`config.mk`:
```
export PLATFORM = sky130hd
export DESIGN_NAME = piezo_hit_detector_flat
export DESIGN_NICKNAME = d
export VERILOG_FILES = /design/src/sv/phd_pkg.sv /design/src/sv/phd_if.sv /design/src/sv/phd_ctrl.sv /design/src/sv/phd_dp.sv /design/src/sv/piezo_hit_detector.sv /design/src/flat_wrapper.sv
export SDC_FILE = /design/constraint.sdc
export NUM_CORES = 1
export LEC_CHECK = 0
export ABC_CLOCK_PERIOD_IN_PS = 5800
export BUFFER_PORTS_ARGS = -buffer_cell sky130_fd_sc_hd__buf_2
export CORE_ASPECT_RATIO = 2
export CORE_UTILIZATION = 64
export DETAILED_ROUTE_END_ITERATION = 7
export GPL_TIMING_DRIVEN = 0
export PLACE_DENSITY = 0.83
export SLEW_MARGIN = 20
export SYNTH_ARGS = -nofsm -noshare
export SYNTH_HDL_FRONTEND = slang
export SYNTH_HIERARCHICAL = 1
export SYNTH_SLANG_ARGS = --single-unit
```
`constraint.sdc`:
```
create_clock -name clk -period 5.8 [get_ports clk]
set_input_delay 0.87 -clock clk [delete_from_list [all_inputs] [get_ports clk]]
set_output_delay 0.87 -clock clk [all_outputs]
set_load 0.01 [all_outputs]
```
`src/sv/phd_pkg.sv`:
```
`timescale 1ns / 1ps
package phd_pkg;

	localparam int LEVEL_W        = 10;
	localparam int SAMPLE_BITS    = LEVEL_W;
	localparam int TIME_W         = 32;
	localparam int PHASE_W        = 3;
	localparam int VEL_W          = 7;
	localparam int PEAK_WINDOW_MS = 7;
	localparam int CFG_IDX_W      = 2;

	localparam logic [PHASE_W-1:0] PH_UNDER  = 3'd0;
	localparam logic [PHASE_W-1:0] PH_SIGNAL = 3'd1;
	localparam logic [PHASE_W-1:0] PH_RISING = 3'd2;
	localparam logic [PHASE_W-1:0] PH_PEAK   = 3'd3;
	localparam logic [PHASE_W-1:0] PH_WINDOW = 3'd4;
	localparam logic [PHASE_W-1:0] PH_SEND   = 3'd5;
	localparam logic [PHASE_W-1:0] PH_FALL   = 3'd6;
	localparam logic [PHASE_W-1:0] PH_UNUSED = 3'd7;

	localparam logic [CFG_IDX_W-1:0] CFG_SENSITIVITY = 2'd0;
	localparam logic [CFG_IDX_W-1:0] CFG_THRESHOLD   = 2'd1;
	localparam logic [CFG_IDX_W-1:0] CFG_DEBOUNCE    = 2'd2;

	// controller -> datapath
	typedef struct packed {
		logic latch_in;
		logic div_start;
		logic commit;
	} phd_cmd_t;

	// datapath -> controller
	typedef struct packed {
		logic need_vel;
		logic div_busy;
	} phd_sts_t;

endpackage

```
`src/sv/phd_if.sv`:
```
`timescale 1ns / 1ps
interface phd_in_if;
	logic                             valid;
	logic                             ready;
	logic [phd_pkg::SAMPLE_BITS-1:0]  sample;
	logic [phd_pkg::TIME_W-1:0]       now_ms;

	modport source (output valid, output sample, output now_ms, input ready);
	modport sink (input valid, input sample, input now_ms, output ready);
endinterface

interface phd_out_if;
	logic                          valid;
	logic                          ready;
	logic [phd_pkg::PHASE_W-1:0]   hit_phase;
	logic                          note_on;
	logic [phd_pkg::VEL_W-1:0]     velocity;
	logic [phd_pkg::LEVEL_W-1:0]   peak_level;

	modport source (output valid, output hit_phase, output note_on, output velocity,
		output peak_level, input ready);
	modport sink (input valid, input hit_phase, input note_on, input velocity,
		input peak_level, output ready);
endinterface

```
`src/sv/phd_ctrl.sv`:
```
`timescale 1ns / 1ps
module phd_ctrl (
	input  logic              clk,
	input  logic              arst_n,
	input  logic              in_valid,
	output logic              in_ready,
	output logic              out_valid,
	input  logic              out_ready,
	input  phd_pkg::phd_sts_t sts,
	output phd_pkg::phd_cmd_t cmd
);

	localparam logic [1:0] ST_IDLE = 2'd0;
	localparam logic [1:0] ST_EVAL = 2'd1;
	localparam logic [1:0] ST_DIV  = 2'd2;
	localparam logic [1:0] ST_FIN  = 2'd3;

	logic [1:0] st_q;
	logic [1:0] st_d;
	logic       out_valid_q;
	logic       out_free;

	// the state registers double as the output register
	assign out_free  = !out_valid_q || out_ready;
	assign in_ready  = (st_q == ST_IDLE);
	assign out_valid = out_valid_q;

	always_comb begin
		st_d          = st_q;
		cmd.latch_in  = 1'b0;
		cmd.div_start = 1'b0;
		cmd.commit    = 1'b0;
		case (st_q)
			ST_IDLE: begin
				if (in_valid) begin
					cmd.latch_in = 1'b1;
					st_d         = ST_EVAL;
				end
			end
			ST_EVAL: begin
				if (sts.need_vel) begin
					cmd.div_start = 1'b1;
					st_d          = ST_DIV;
				end else if (out_free) begin
					cmd.commit = 1'b1;
					st_d       = ST_IDLE;
				end
			end
			ST_DIV: begin
				if (!sts.div_busy) begin
					st_d = ST_FIN;
				end
			end
			ST_FIN: begin
				if (out_free) begin
					cmd.commit = 1'b1;
					st_d       = ST_IDLE;
				end
			end
			default: begin
				st_d = ST_IDLE;
			end
		endcase
	end

	always_ff @(posedge clk or negedge arst_n) begin
		if (!arst_n) begin
			st_q        <= ST_IDLE;
			out_valid_q <= 1'b0;
		end else begin
			st_q <= st_d;
			if (cmd.commit) begin
				out_valid_q <= 1'b1;
			end else if (out_ready) begin
				out_valid_q <= 1'b0;
			end
		end
	end

endmodule

```
`src/sv/phd_dp.sv`:
```
`timescale 1ns / 1ps
module phd_dp (
	input  logic                              clk,
	input  logic                              arst_n,
	input  phd_pkg::phd_cmd_t                 cmd,
	output phd_pkg::phd_sts_t                 sts,
	input  logic [phd_pkg::SAMPLE_BITS-1:0]   sample,
	input  logic [phd_pkg::TIME_W-1:0]        now_ms,
	input  logic                              cfg_we,
	input  logic [phd_pkg::CFG_IDX_W-1:0]     cfg_index,
	input  logic [phd_pkg::LEVEL_W-1:0]       cfg_data,
	output logic [phd_pkg::PHASE_W-1:0]       hit_phase,
	output logic                              note_on,
	output logic [phd_pkg::VEL_W-1:0]         velocity,
	output logic [phd_pkg::LEVEL_W-1:0]       peak_level
);

	localparam int LW        = phd_pkg::LEVEL_W;
	localparam int PROD_W    = LW + phd_pkg::VEL_W;
	localparam int DIV_STEPS = PROD_W;
	localparam int CNT_W     = $clog2(DIV_STEPS);
	localparam int DIFF_W    = PROD_W + 3;
	localparam int VEL_MAX   = 127;

	// 127 * x as shift and subtract
	function automatic logic [PROD_W-1:0] mul127(input logic [LW-1:0] x);
		mul127 = PROD_W'({x, 7'b0}) - PROD_W'(x);
	endfunction

	// x / 3 via reciprocal 683 / 2048, exact for x below 2048
	function automatic logic [LW-1:0] div3(input logic [LW-1:0] x);
		logic [LW+10:0] p;
		p    = (LW + 11)'(x) * (LW + 11)'(683);
		div3 = p[LW+10:11];
	endfunction

	// config
	logic [LW-1:0] sens_q;
	logic [LW-1:0] thr_q;
	logic [LW-1:0] deb_q;

	// hit state
	logic [phd_pkg::PHASE_W-1:0] phase_q;
	logic [LW-1:0]               prev_q;
	logic [LW-1:0]               peak_q;
	logic [LW-1:0]               fall_q;
	logic [phd_pkg::TIME_W-1:0]  hit_q;
	logic [phd_pkg::VEL_W-1:0]   vel_q;

	// latched beat
	logic [LW-1:0]               s_q;
	logic [phd_pkg::TIME_W-1:0]  now_q;

	// divider, lane 0 = 127*peak, lane 1 = 127*sens
	logic [LW-1:0]     rem_q [2];
	logic [PROD_W-1:0] quo_q [2];
	logic [CNT_W-1:0]  cnt_q;
	logic              busy_q;

	logic [phd_pkg::PHASE_W-1:0] ph1;
	logic [phd_pkg::PHASE_W-1:0] ph2;
	logic [LW-1:0]               fall_d;
	logic [LW-1:0]               peak_d;
	logic [phd_pkg::TIME_W-1:0]  hit_d;
	logic [phd_pkg::TIME_W-1:0]  elapsed;
	logic                        new_peak;

	logic signed [LW:0]          dsig;
	logic [LW-1:0]               dmag;
	logic                        d_neg;
	logic                        d_zero;
	logic [LW:0]                 rem_raw [2];
	logic                        ge [2];
	logic signed [DIFF_W-1:0]    diff;
	logic signed [DIFF_W-1:0]    vsum;
	logic [phd_pkg::VEL_W-1:0]   vel_div;

	assign elapsed = now_q - hit_q;

	always_comb begin
		ph1    = phase_q;
		fall_d = fall_q;
		case (phase_q)
			phd_pkg::PH_UNDER: begin
				if (s_q > fall_q && s_q > prev_q) begin
					ph1 = phd_pkg::PH_SIGNAL;
				end
				if (fall_q > thr_q) begin
					fall_d = fall_q - 1'b1;
				end
			end
			phd_pkg::PH_SIGNAL: begin
				if (s_q > peak_q) begin
					ph1 = phd_pkg::PH_RISING;
				end
			end
			phd_pkg::PH_RISING: begin
				if (s_q < prev_q) begin
					ph1 = phd_pkg::PH_PEAK;
				end
			end
			phd_pkg::PH_WINDOW: begin
				ph1 = (elapsed > phd_pkg::TIME_W'(phd_pkg::PEAK_WINDOW_MS)) ?
					phd_pkg::PH_SEND : phd_pkg::PH_PEAK;
			end
			phd_pkg::PH_SEND: begin
				ph1 = phd_pkg::PH_FALL;
			end
			phd_pkg::PH_FALL: begin
				if (s_q < fall_q && elapsed > phd_pkg::TIME_W'(deb_q)) begin
					fall_d = div3(peak_q);
					ph1    = phd_pkg::PH_UNDER;
				end
			end
			default: begin
				ph1 = phase_q;
			end
		endcase
	end

	always_comb begin
		ph2      = ph1;
		peak_d   = peak_q;
		hit_d    = hit_q;
		new_peak = 1'b0;
		case (ph1)
			phd_pkg::PH_UNDER: begin
				peak_d = '0;
			end
			phd_pkg::PH_SIGNAL: begin
				hit_d = now_q;
			end
			phd_pkg::PH_PEAK: begin
				if (peak_q < s_q) begin
					peak_d   = s_q;
					new_peak = 1'b1;
				end
				ph2 = phd_pkg::PH_WINDOW;
			end
			default: begin
				ph2 = ph1;
			end
		endcase
	end

	assign sts.need_vel = new_peak;
	assign sts.div_busy = busy_q;

	// divisor magnitude, shared by both lanes
	assign dsig   = $signed({1'b0, sens_q}) - $signed({1'b0, thr_q});
	assign d_neg  = dsig[LW];
	assign d_zero = (dsig == '0);
	assign dmag   = d_neg ? LW'(-dsig) : LW'(dsig);

	for (genvar l = 0; l < 2; l++) begin : g_lane
		assign rem_raw[l] = {rem_q[l], quo_q[l][PROD_W-1]};
		assign ge[l]      = (rem_raw[l] >= {1'b0, dmag});
	end

	// v = 127 + sign(d) * (q0 - q1), each quotient truncated toward zero
	always_comb begin
		diff = $signed({3'b0, quo_q[0]}) - $signed({3'b0, quo_q[1]});
		vsum = d_neg ? (DIFF_W'(VEL_MAX) - diff) : (DIFF_W'(VEL_MAX) + diff);
		if (d_zero || vsum > DIFF_W'(VEL_MAX)) begin
			vel_div = phd_pkg::VEL_W'(VEL_MAX);
		end else if (vsum < DIFF_W'(1)) begin
			vel_div = phd_pkg::VEL_W'(1);
		end else begin
			vel_div = vsum[phd_pkg::VEL_W-1:0];
		end
	end

	always_ff @(posedge clk) begin
		if (cmd.latch_in) begin
			s_q   <= sample;
			now_q <= now_ms;
		end
		if (cmd.div_start) begin
			rem_q[0] <= '0;
			rem_q[1] <= '0;
			quo_q[0] <= mul127(s_q);
			quo_q[1] <= mul127(sens_q);
		end else if (busy_q) begin
			for (int l = 0; l < 2; l++) begin
				rem_q[l] <= ge[l] ? LW'(rem_raw[l] - {1'b0, dmag}) : LW'(rem_raw[l]);
				quo_q[l] <= {quo_q[l][PROD_W-2:0], ge[l]};
			end
		end
	end

	always_ff @(posedge clk or negedge arst_n) begin
		if (!arst_n) begin
			busy_q <= 1'b0;
			cnt_q  <= '0;
		end else if (cmd.div_start) begin
			busy_q <= 1'b1;
			cnt_q  <= CNT_W'(DIV_STEPS - 1);
		end else if (busy_q) begin
			if (cnt_q == '0) begin
				busy_q <= 1'b0;
			end else begin
				cnt_q <= cnt_q - 1'b1;
			end
		end
	end

	always_ff @(posedge clk or negedge arst_n) begin
		if (!arst_n) begin
			sens_q <= {LW{1'b1}};
			thr_q  <= '0;
			deb_q  <= '0;
		end else if (cfg_we) begin
			case (cfg_index)
				phd_pkg::CFG_SENSITIVITY: sens_q <= cfg_data;
				phd_pkg::CFG_THRESHOLD:   thr_q  <= cfg_data;
				phd_pkg::CFG_DEBOUNCE:    deb_q  <= cfg_data;
				default: begin
				end
			endcase
		end
	end

	always_ff @(posedge clk or negedge arst_n) begin
		if (!arst_n) begin
			phase_q <= phd_pkg::PH_UNDER;
			prev_q  <= '0;
			peak_q  <= '0;
			fall_q  <= '0;
			hit_q   <= '0;
			vel_q   <= phd_pkg::VEL_W'(1);
		end else if (cmd.commit) begin
			phase_q <= ph2;
			prev_q  <= s_q;
			peak_q  <= peak_d;
			fall_q  <= fall_d;
			hit_q   <= hit_d;
			if (new_peak) begin
				vel_q <= vel_div;
			end
		end
	end

	assign hit_phase  = phase_q;
	assign note_on    = (phase_q == phd_pkg::PH_SEND);
	assign velocity   = vel_q;
	assign peak_level = peak_q;

endmodule

```
`src/sv/piezo_hit_detector.sv`:
```
`timescale 1ns / 1ps
// channel   dir  fields
// in_ch     in   sample[9:0], now_ms[31:0]
// out_ch    out  hit_phase[2:0], note_on, velocity[6:0], peak_level[9:0]
// cfg       in   cfg_we, cfg_index[1:0], cfg_data[9:0]
//
// An item with no new peak is committed from the evaluation state; when the
// velocity is recomputed, both quotients come from a two-lane restoring divider,
// one quotient bit per cycle over 17 bits.
// Reset loads the hit state and the registers directly; no clearing pass.
// A new beat is taken while the previous result waits; the update of the hit
// state is held until out_ch has taken that result.
module piezo_hit_detector (
	input  logic                              clk,
	input  logic                              arst_n,
	phd_in_if.sink                            in_ch,
	phd_out_if.source                         out_ch,
	input  logic                              cfg_we,
	input  logic [phd_pkg::CFG_IDX_W-1:0]     cfg_index,
	input  logic [phd_pkg::LEVEL_W-1:0]       cfg_data
);

	phd_pkg::phd_cmd_t cmd;
	phd_pkg::phd_sts_t sts;

	phd_ctrl u_ctrl (
		.clk       (clk),
		.arst_n    (arst_n),
		.in_valid  (in_ch.valid),
		.in_ready  (in_ch.ready),
		.out_valid (out_ch.valid),
		.out_ready (out_ch.ready),
		.sts       (sts),
		.cmd       (cmd)
	);

	phd_dp u_dp (
		.clk        (clk),
		.arst_n     (arst_n),
		.cmd        (cmd),
		.sts        (sts),
		.sample     (in_ch.sample),
		.now_ms     (in_ch.now_ms),
		.cfg_we     (cfg_we),
		.cfg_index  (cfg_index),
		.cfg_data   (cfg_data),
		.hit_phase  (out_ch.hit_phase),
		.note_on    (out_ch.note_on),
		.velocity   (out_ch.velocity),
		.peak_level (out_ch.peak_level)
	);

endmodule

```
`src/flat_wrapper.sv`:
```
// flat-port wrapper written by rule: the top's interface ports become plain ports
module piezo_hit_detector_flat 
  (clk, arst_n, cfg_we, cfg_index, cfg_data, in_ch_valid, in_ch_sample, in_ch_now_ms, in_ch_ready, out_ch_valid, out_ch_hit_phase, out_ch_note_on, out_ch_velocity, out_ch_peak_level, out_ch_ready);
  phd_in_if in_ch_i ();
  phd_out_if out_ch_i ();
  input  logic clk;
  input  logic arst_n;
  input  logic cfg_we;
  input  logic [phd_pkg::CFG_IDX_W-1:0] cfg_index;
  input  logic [phd_pkg::LEVEL_W-1:0] cfg_data;
  input wire logic [$bits(in_ch_i.valid)-1:0] in_ch_valid;
  input wire logic [$bits(in_ch_i.sample)-1:0] in_ch_sample;
  input wire logic [$bits(in_ch_i.now_ms)-1:0] in_ch_now_ms;
  output wire logic [$bits(in_ch_i.ready)-1:0] in_ch_ready;
  output wire logic [$bits(out_ch_i.valid)-1:0] out_ch_valid;
  output wire logic [$bits(out_ch_i.hit_phase)-1:0] out_ch_hit_phase;
  output wire logic [$bits(out_ch_i.note_on)-1:0] out_ch_note_on;
  output wire logic [$bits(out_ch_i.velocity)-1:0] out_ch_velocity;
  output wire logic [$bits(out_ch_i.peak_level)-1:0] out_ch_peak_level;
  input wire logic [$bits(out_ch_i.ready)-1:0] out_ch_ready;
  assign in_ch_i.valid = in_ch_valid;
  assign in_ch_i.sample = in_ch_sample;
  assign in_ch_i.now_ms = in_ch_now_ms;
  assign in_ch_ready = in_ch_i.ready;
  assign out_ch_valid = out_ch_i.valid;
  assign out_ch_hit_phase = out_ch_i.hit_phase;
  assign out_ch_note_on = out_ch_i.note_on;
  assign out_ch_velocity = out_ch_i.velocity;
  assign out_ch_peak_level = out_ch_i.peak_level;
  assign out_ch_i.ready = out_ch_ready;
  piezo_hit_detector u_core (.clk(clk), .arst_n(arst_n), .in_ch(in_ch_i), .out_ch(out_ch_i), .cfg_we(cfg_we), .cfg_index(cfg_index), .cfg_data(cfg_data));
endmodule
```
=== After elaboration in Yosys (flattened, before gate mapping) ===
Memory sizes are Yosys's and may differ from the RTL's.
Index checks and enable logic that the tools add are counted.

* Equal/unequal tests: 18
* Reduce and logical (&&, ||, !) cells: 24
* Bitwise operators: 4
* Multipliers: 1
* Add/subtract/negate cells: 12
* Mux-type cells: 49
* Order comparisons: 13

{| class="wikitable"
|+ Operators with widths
! cell !! number
|-
| $mux W10 || 8
|-
| $gt A10 B10 Y1 || 4
|-
| $pmux W10 S2 || 2
|-
| $mux W17 || 2
|-
| $sub A17 B10 Y17 || 2
|-
| $gt A32 B10 Y1 || 1
|-
| $gt A32 B3 Y1 const B || 1
|-
| $sub A32 B32 Y32 || 1
|-
| $lt A10 B10 Y1 || 3
|-
| $ge A11 B10 Y1 || 2
|-
| $gt A20 B8 Y1 const B || 1
|-
| $lt A20 B2 Y1 const B || 1
|-
| $mul A10 B10 Y20 const B || 1
|-
| $mux W20 || 1
|-
| $sub A10 B10 Y10 || 2
|-
| $add A8 B18 Y19 const A || 1
|-
| $sub A8 B18 Y19 const A || 1
|-
| $mux W1 || 18
|-
| $mux W3 || 6
|-
| $pmux W3 S6 || 1
|-
| $sub A17 B17 Y18 || 1
|-
| $mux W5 || 3
|-
| $mux W7 || 2
|-
| $reduce_and A2 Y1 || 7
|-
| other kinds (25) || 49
|}

* Logic and storage cells: 138
* Memory bits (writable): 54
* Memories kept: 2
* Output and inout port bits: 23
* Register bits: 153

{| class="wikitable"
|+ Memory list
! name !! depth !! width !! read ports !! clocked after Yosys merged registers in !! write ports !! RTL line !! text
|-
| u_core.u_dp.quo_q || 2 || 17 || 2 || 0 || 2 || phd_dp.sv:56 || <nowiki>logic [PROD_W-1:0] quo_q [2];</nowiki>
|-
| u_core.u_dp.rem_q || 2 || 10 || 2 || 0 || 2 || phd_dp.sv:55 || <nowiki>logic [LW-1:0] rem_q [2];</nowiki>
|}

=== Logic depth before layout (Yosys ltp) ===
* Depth after elaboration: 12
* Mapped depth: 29
* Mapped depth without buffers: 25

=== By module ===
The synthesis kept the hierarchy.

{| class="wikitable"
|+ Modules (own cells, without submodules)
! module !! cells an instance !! instances !! area an instance (um2)
|-
| phd_dp || 1,838 || 1 || 17,061.4
|-
| phd_ctrl || 19 || 1 || 162.7
|}

=== Worst setup path after synthesis ===
OpenSTA, ideal clock, no wires.

* Kind: register -> register
* Start point: reg u_core.u_dp.sens_q[0]
* End point: mem u_core/u_dp/rem_q[0][7] in the netlist's numbering (data pin)
* Cell stages (with the launch flop): 26
* Slack: 0.500 ns
* Arrival time: 5.034 ns
* Period minus slack after synthesis: 5.300 ns
* Data required time: 5.534 ns
* Library setup time: 0.266 ns
* Cells stage by stage: dfstp_2 -> inv_1 -> ha_1 -> inv_1 -> fa_1 -> a21o_1 -> nand4_1 -> nand3_1 -> a41oi_1 -> clkbuf_1 -> nor2_1 -> a21oi_1 -> ha_1 -> nor2b_1 -> o21ai_0 -> a21boi_0 -> o21ai_0 -> a21boi_0 -> o21ai_0 -> a21boi_0 -> o21ai_0 -> nand2b_1 -> a21oi_1 -> buf_1 -> mux2i_1 -> nor2_1

{| class="wikitable"
|+ RTL lines
! element !! RTL line !! text
|-
| from (decl) || phd_dp.sv:38 || <nowiki>logic [LW-1:0] sens_q;</nowiki>
|-
| from (signal assigned) || phd_dp.sv:209 || <nowiki>sens_q <= {LW{1'b1}};</nowiki>
|-
| from (signal assigned) || phd_dp.sv:214 || <nowiki>phd_pkg::CFG_SENSITIVITY: sens_q <= cfg_data;</nowiki>
|-
| to (decl) || phd_dp.sv:55 ||
|}

==> impl_metrics.env <==
export IMPL_synth_xor_area_share_pct=4.87
export IMPL_drtIter0Drc=817
export IMPL_ctsHoldBuffers=0
export IMPL_drc=0
export IMPL_clockRootBuffer="clkbuf_16"
export IMPL_synth_area_leaders="edfxtp_1 (17%), ha_1 (15%), dfrtp_1 (15%), inv_1 (4.4%), mux2_2 (4.2%)"
export IMPL_numClockSinks=207
export IMPL_hold_violations=0
export IMPL_synthTopCellsByCount="ha_1 (202), inv_1 (200), nor2_1 (155)"
export IMPL_ys_types=99
export IMPL_die_w_um=118
export IMPL_ant_nets=0
export IMPL_multi_input_area_um2=10700
export IMPL_ff_latch_area_um2=5680
export IMPL_r2r_start="u_core/u_dp/now_q[13]"
export IMPL_setup_viol=0
export IMPL_grt_pass1_vias=15300
export IMPL_placed_cell_area_um2=18100
export IMPL_finish_instance_area_um2=19100
export IMPL_worstPathRequired_ns=6.24
export IMPL_critPathCaptureType="flop"
export IMPL_reg2reg_depth=25
export IMPL_fillers=2015
export IMPL_dieArea_um2=27600
export IMPL_syn_inst=1857
export IMPL_gr_usage_all_layers_pct=33.9
export IMPL_grt_max_degree=73
export IMPL_ys_seq_area_share_pct=32.9
export IMPL_clock_latency_ns=0.53
export IMPL_ys_ff_latch=207
export IMPL_synth_fa_ha_area_share_pct=17.8
export IMPL_first_pass_iters=7
export IMPL_dp_slack_ns=-1.36
export IMPL_avgSynthCellArea_um2=9.28
export IMPL_tightest_slew_ns=1.05
export IMPL_die_h_um=234
export IMPL_synth_nets=2145
export IMPL_area_growth_syn_to_layout_pct=10.9
export IMPL_antenna_found_initial=4
export IMPL_drive_gt1_share_pct=14.9
export IMPL_vias=14700
export IMPL_netlist_top_cell_by_area="edfxtp_1"
export IMPL_path_class="reg2reg"
export IMPL_synth_top_area_share_pct=16.7
export IMPL_synth_edf_count=96
export IMPL_globalplace_congestion=0.989
export IMPL_max_freq_ghz=0.175
export IMPL_grt_pass1_wl_um=73400
export IMPL_cts_tree="yes"
export IMPL_yosys_most_used_dff="dfrtp_1"
export IMPL_hpwl_um=36900
export IMPL_worstPathMaxFanout=10
export IMPL_final_core_util_pct=72.4
export IMPL_viasPerCell=6.32
export IMPL_initial_core_util_pct=65.3
export IMPL_start_kind="flop"
export IMPL_fin_crit_ns=5.73
export IMPL_slew_headroom_pct=29.5
export IMPL_synth_compound_area_share_pct=17.0
export IMPL_maxSlewViolCount=0
export IMPL_row_count=84
export IMPL_overflow=0
export IMPL_hp_class="in2async"
export IMPL_yosysMostFrequentCell="ha_1"
export IMPL_synthSimpleGateAreaFrac_pct=15.1
export IMPL_async_reset_ff_share_pct=53.6
export IMPL_layout_nets=2259
export IMPL_skew_ns=0.0212
export IMPL_clkTransAtPathRegs_ns=0.07
export IMPL_routed_wl_um=46700
export IMPL_cts_htree_levels=1
export IMPL_status="completed"
export IMPL_cts_buffers=20
export IMPL_core_area_um2=26400
export IMPL_wl_per_cell_um=20.0
export IMPL_ioPinCount=82
export IMPL_max_cap_viol_count=0
export IMPL_synth_top_family_by_area="adder cells"
export IMPL_synthMuxAreaShare_pct=6.31
export IMPL_synth_warnings=6
export IMPL_port_buffers=81
export IMPL_arrival_ns=6.16
export IMPL_regToRegSetupSlack_ns=0.07
export IMPL_clock_path_buffers=3
export IMPL_fin_crit_sh_pct=98.7
export IMPL_layout_setup_ws_ns=0.0745
export IMPL_netlist_area_um2=17200
export IMPL_worstReg2RegEnd="u_core/u_dp/fall_q[3]"
==> cell type report <==
class	instances	share of cell area [%]
Multi-Input combinational cell	1388	56.1
Sequential cell	207	29.7
Inverter	201	3.95
Clock buffer	28	3.06
Timing Repair Buffer	94	2.86
Tap cell	344	2.25
Buffer	59	1.70
Clock inverter	8	0.328
Antenna cell	4	0.0524
==> sequential cells by signal, summed over array words and instances (netlist names) <==
| name | flops |
|---|---|
| u_core/u_dp/peak_level | 10 |
| u_core/u_dp/busy_q | 1 |
| u_core/u_dp/velocity | 7 |
| u_core/u_dp/rem_q | 20 |
| u_core/u_dp/fall_q | 10 |
| u_core/u_dp/deb_q | 10 |
| u_core/u_ctrl/out_valid | 1 |
| u_core/u_dp/prev_q | 10 |
| u_core/u_dp/s_q | 10 |
| u_core/u_ctrl/st_q | 2 |
| u_core/u_dp/thr_q | 10 |
| u_core/u_dp/hit_phase | 3 |
| u_core/u_dp/hit_q | 32 |
| u_core/u_dp/now_q | 32 |
| u_core/u_dp/quo_q | 34 |
| u_core/u_dp/cnt_q | 5 |
| u_core/u_dp/sens_q | 10 |
==> worst max-delay path: stages (launching register included) <==
cell,delay (ns)
edfxtp_1,0.41
ha_1,0.30
clkbuf_1,0.29
and2_1,0.25
nand3_1,0.15
o21ai_0,0.76
a311oi_4,0.12
o21a_1,0.24
a211oi_2,0.25
nand4_1,0.19
a2111oi_4,0.36
buf_4,0.21
a221o_2,0.22
nand2b_2,0.09
nor3b_2,0.22
buf_4,0.16
nand2b_4,0.06
nand2_1,0.13
nor2_4,0.07
o2111ai_1,0.10
nand2b_4,0.20
nor2b_1,0.14
clkbuf_2,0.22
clkbuf_4,0.25
a21oi_1,0.06
o22ai_1,0.18
==> cells by family (layout without fill, tap and decap cells) <==
group,after synthesis,after routing
muxes,99,99
and+or+nand+nor,525,525
xor gates and xnor gates,95,95
DFF,207,207
other,0,4
adders and majority gates,229,229
buffers and inverters,262,390
AOI/OAI and AO/OA,440,440
==> worst max-delay path by stage <==
stage | start | endpoint | slack [ns] | cells after the start
5_1_grt | u_core/u_dp/sens_q[0] | u_core/u_dp/rem_q[0][3] | -0.06 | 25
4_1_cts | u_core/u_dp/sens_q[0] | u_core/u_dp/rem_q[0][14] | 0.006 | 25
6_report | u_core/u_dp/now_q[13] | u_core/u_dp/fall_q[3] | 0.07 | 25
2_1_floorplan | u_core/u_dp/sens_q[0] | u_core/u_dp/rem_q[0][7] | 0.50 | 25
3_3_place_gp | u_core/u_dp/sens_q[0] | u_core/u_dp/rem_q[0][3] | -1.23 | 25
3_5_place_dp | u_core/u_dp/sens_q[0] | u_core/u_dp/rem_q[0][3] | -1.36 | 25
==> per-stage QoR <==
| step | hold slack, ns | setup TNS, ns | std cells |
|---|---|---|---|
| after floorplan | 0.472 | 0 | 1857 |
| after global placement | 0.486 | -96.26 | 2282 |
| after detailed placement | 0.490 | -84.46 | 2284 |
| after CTS | 0.260 | 0 | 2323 |
| after global routing | 0.281 | -0.226 | 2333 |
| final | 0.251 | 0 | 2333 |
==> layout by cell type, fill, tap and decap left out, types with 9 or more instances in the layout <==
cell type  Yosys  final
fa_1          27     26
buf_2          8     83
dfrtp_1      100     98
a21oi_2        1     10
a21boi_0       9      9
o211ai_1      13     13
nor2_1       155    154
clkbuf_1      44     34
nor3_1        40     40
a31oi_1       12     12
o31ai_1       16     14
nor2b_1       22     22
buf_4          2     13
buf_6          1      9
and3_1        13     13
mux2_2        65     65
nand2_1      127    127
xnor2_1       64     64
a211oi_1      18     16
nand2b_1      23     21
inv_1        200    200
clkbuf_16      0     20
and2_1        14     13
nand4_1       31     31
xor2_1        30     30
dfstp_2       11     11
o21ai_1        4     10
ha_1         202    202
a21oi_1      128    118
nor4_1        15     15
nand3_1       32     32
a21o_1        34     34
o21a_1        20     20
or3_1          9      9
o21ai_0       83     76
a211o_1        9      9
edfxtp_1      96     96
mux2i_1       31     31
==> metal layers <==
| layer | GRT usage [%] | wire length (um) | vias up |
|---|---|---|---|
| li1 | - | - | 6908 |
| met1 | 28.1 | 14500 | 7055 |
| met2 | 67.9 | 25600 | 514 |
| met3 | 4.11 | 1820 | 256 |
| met4 | 31.2 | 4630 | 2 |
| met5 | 0 | 58 | - |
==> what timing repair did <==
| action | 4_1_cts | 5_1_grt |
|---|---|---|
| gates resized for setup | 41 | 43 |
| pin swaps | 3 | 4 |
| gates cloned | 0 | 1 |
| buffers inserted | 4 | 6 |
| setup endpoints to repair | 167 | 160 |
Power is not shown: default switching activity piles up to over one toggle a cycle in this logic, so the estimate is an artifact.
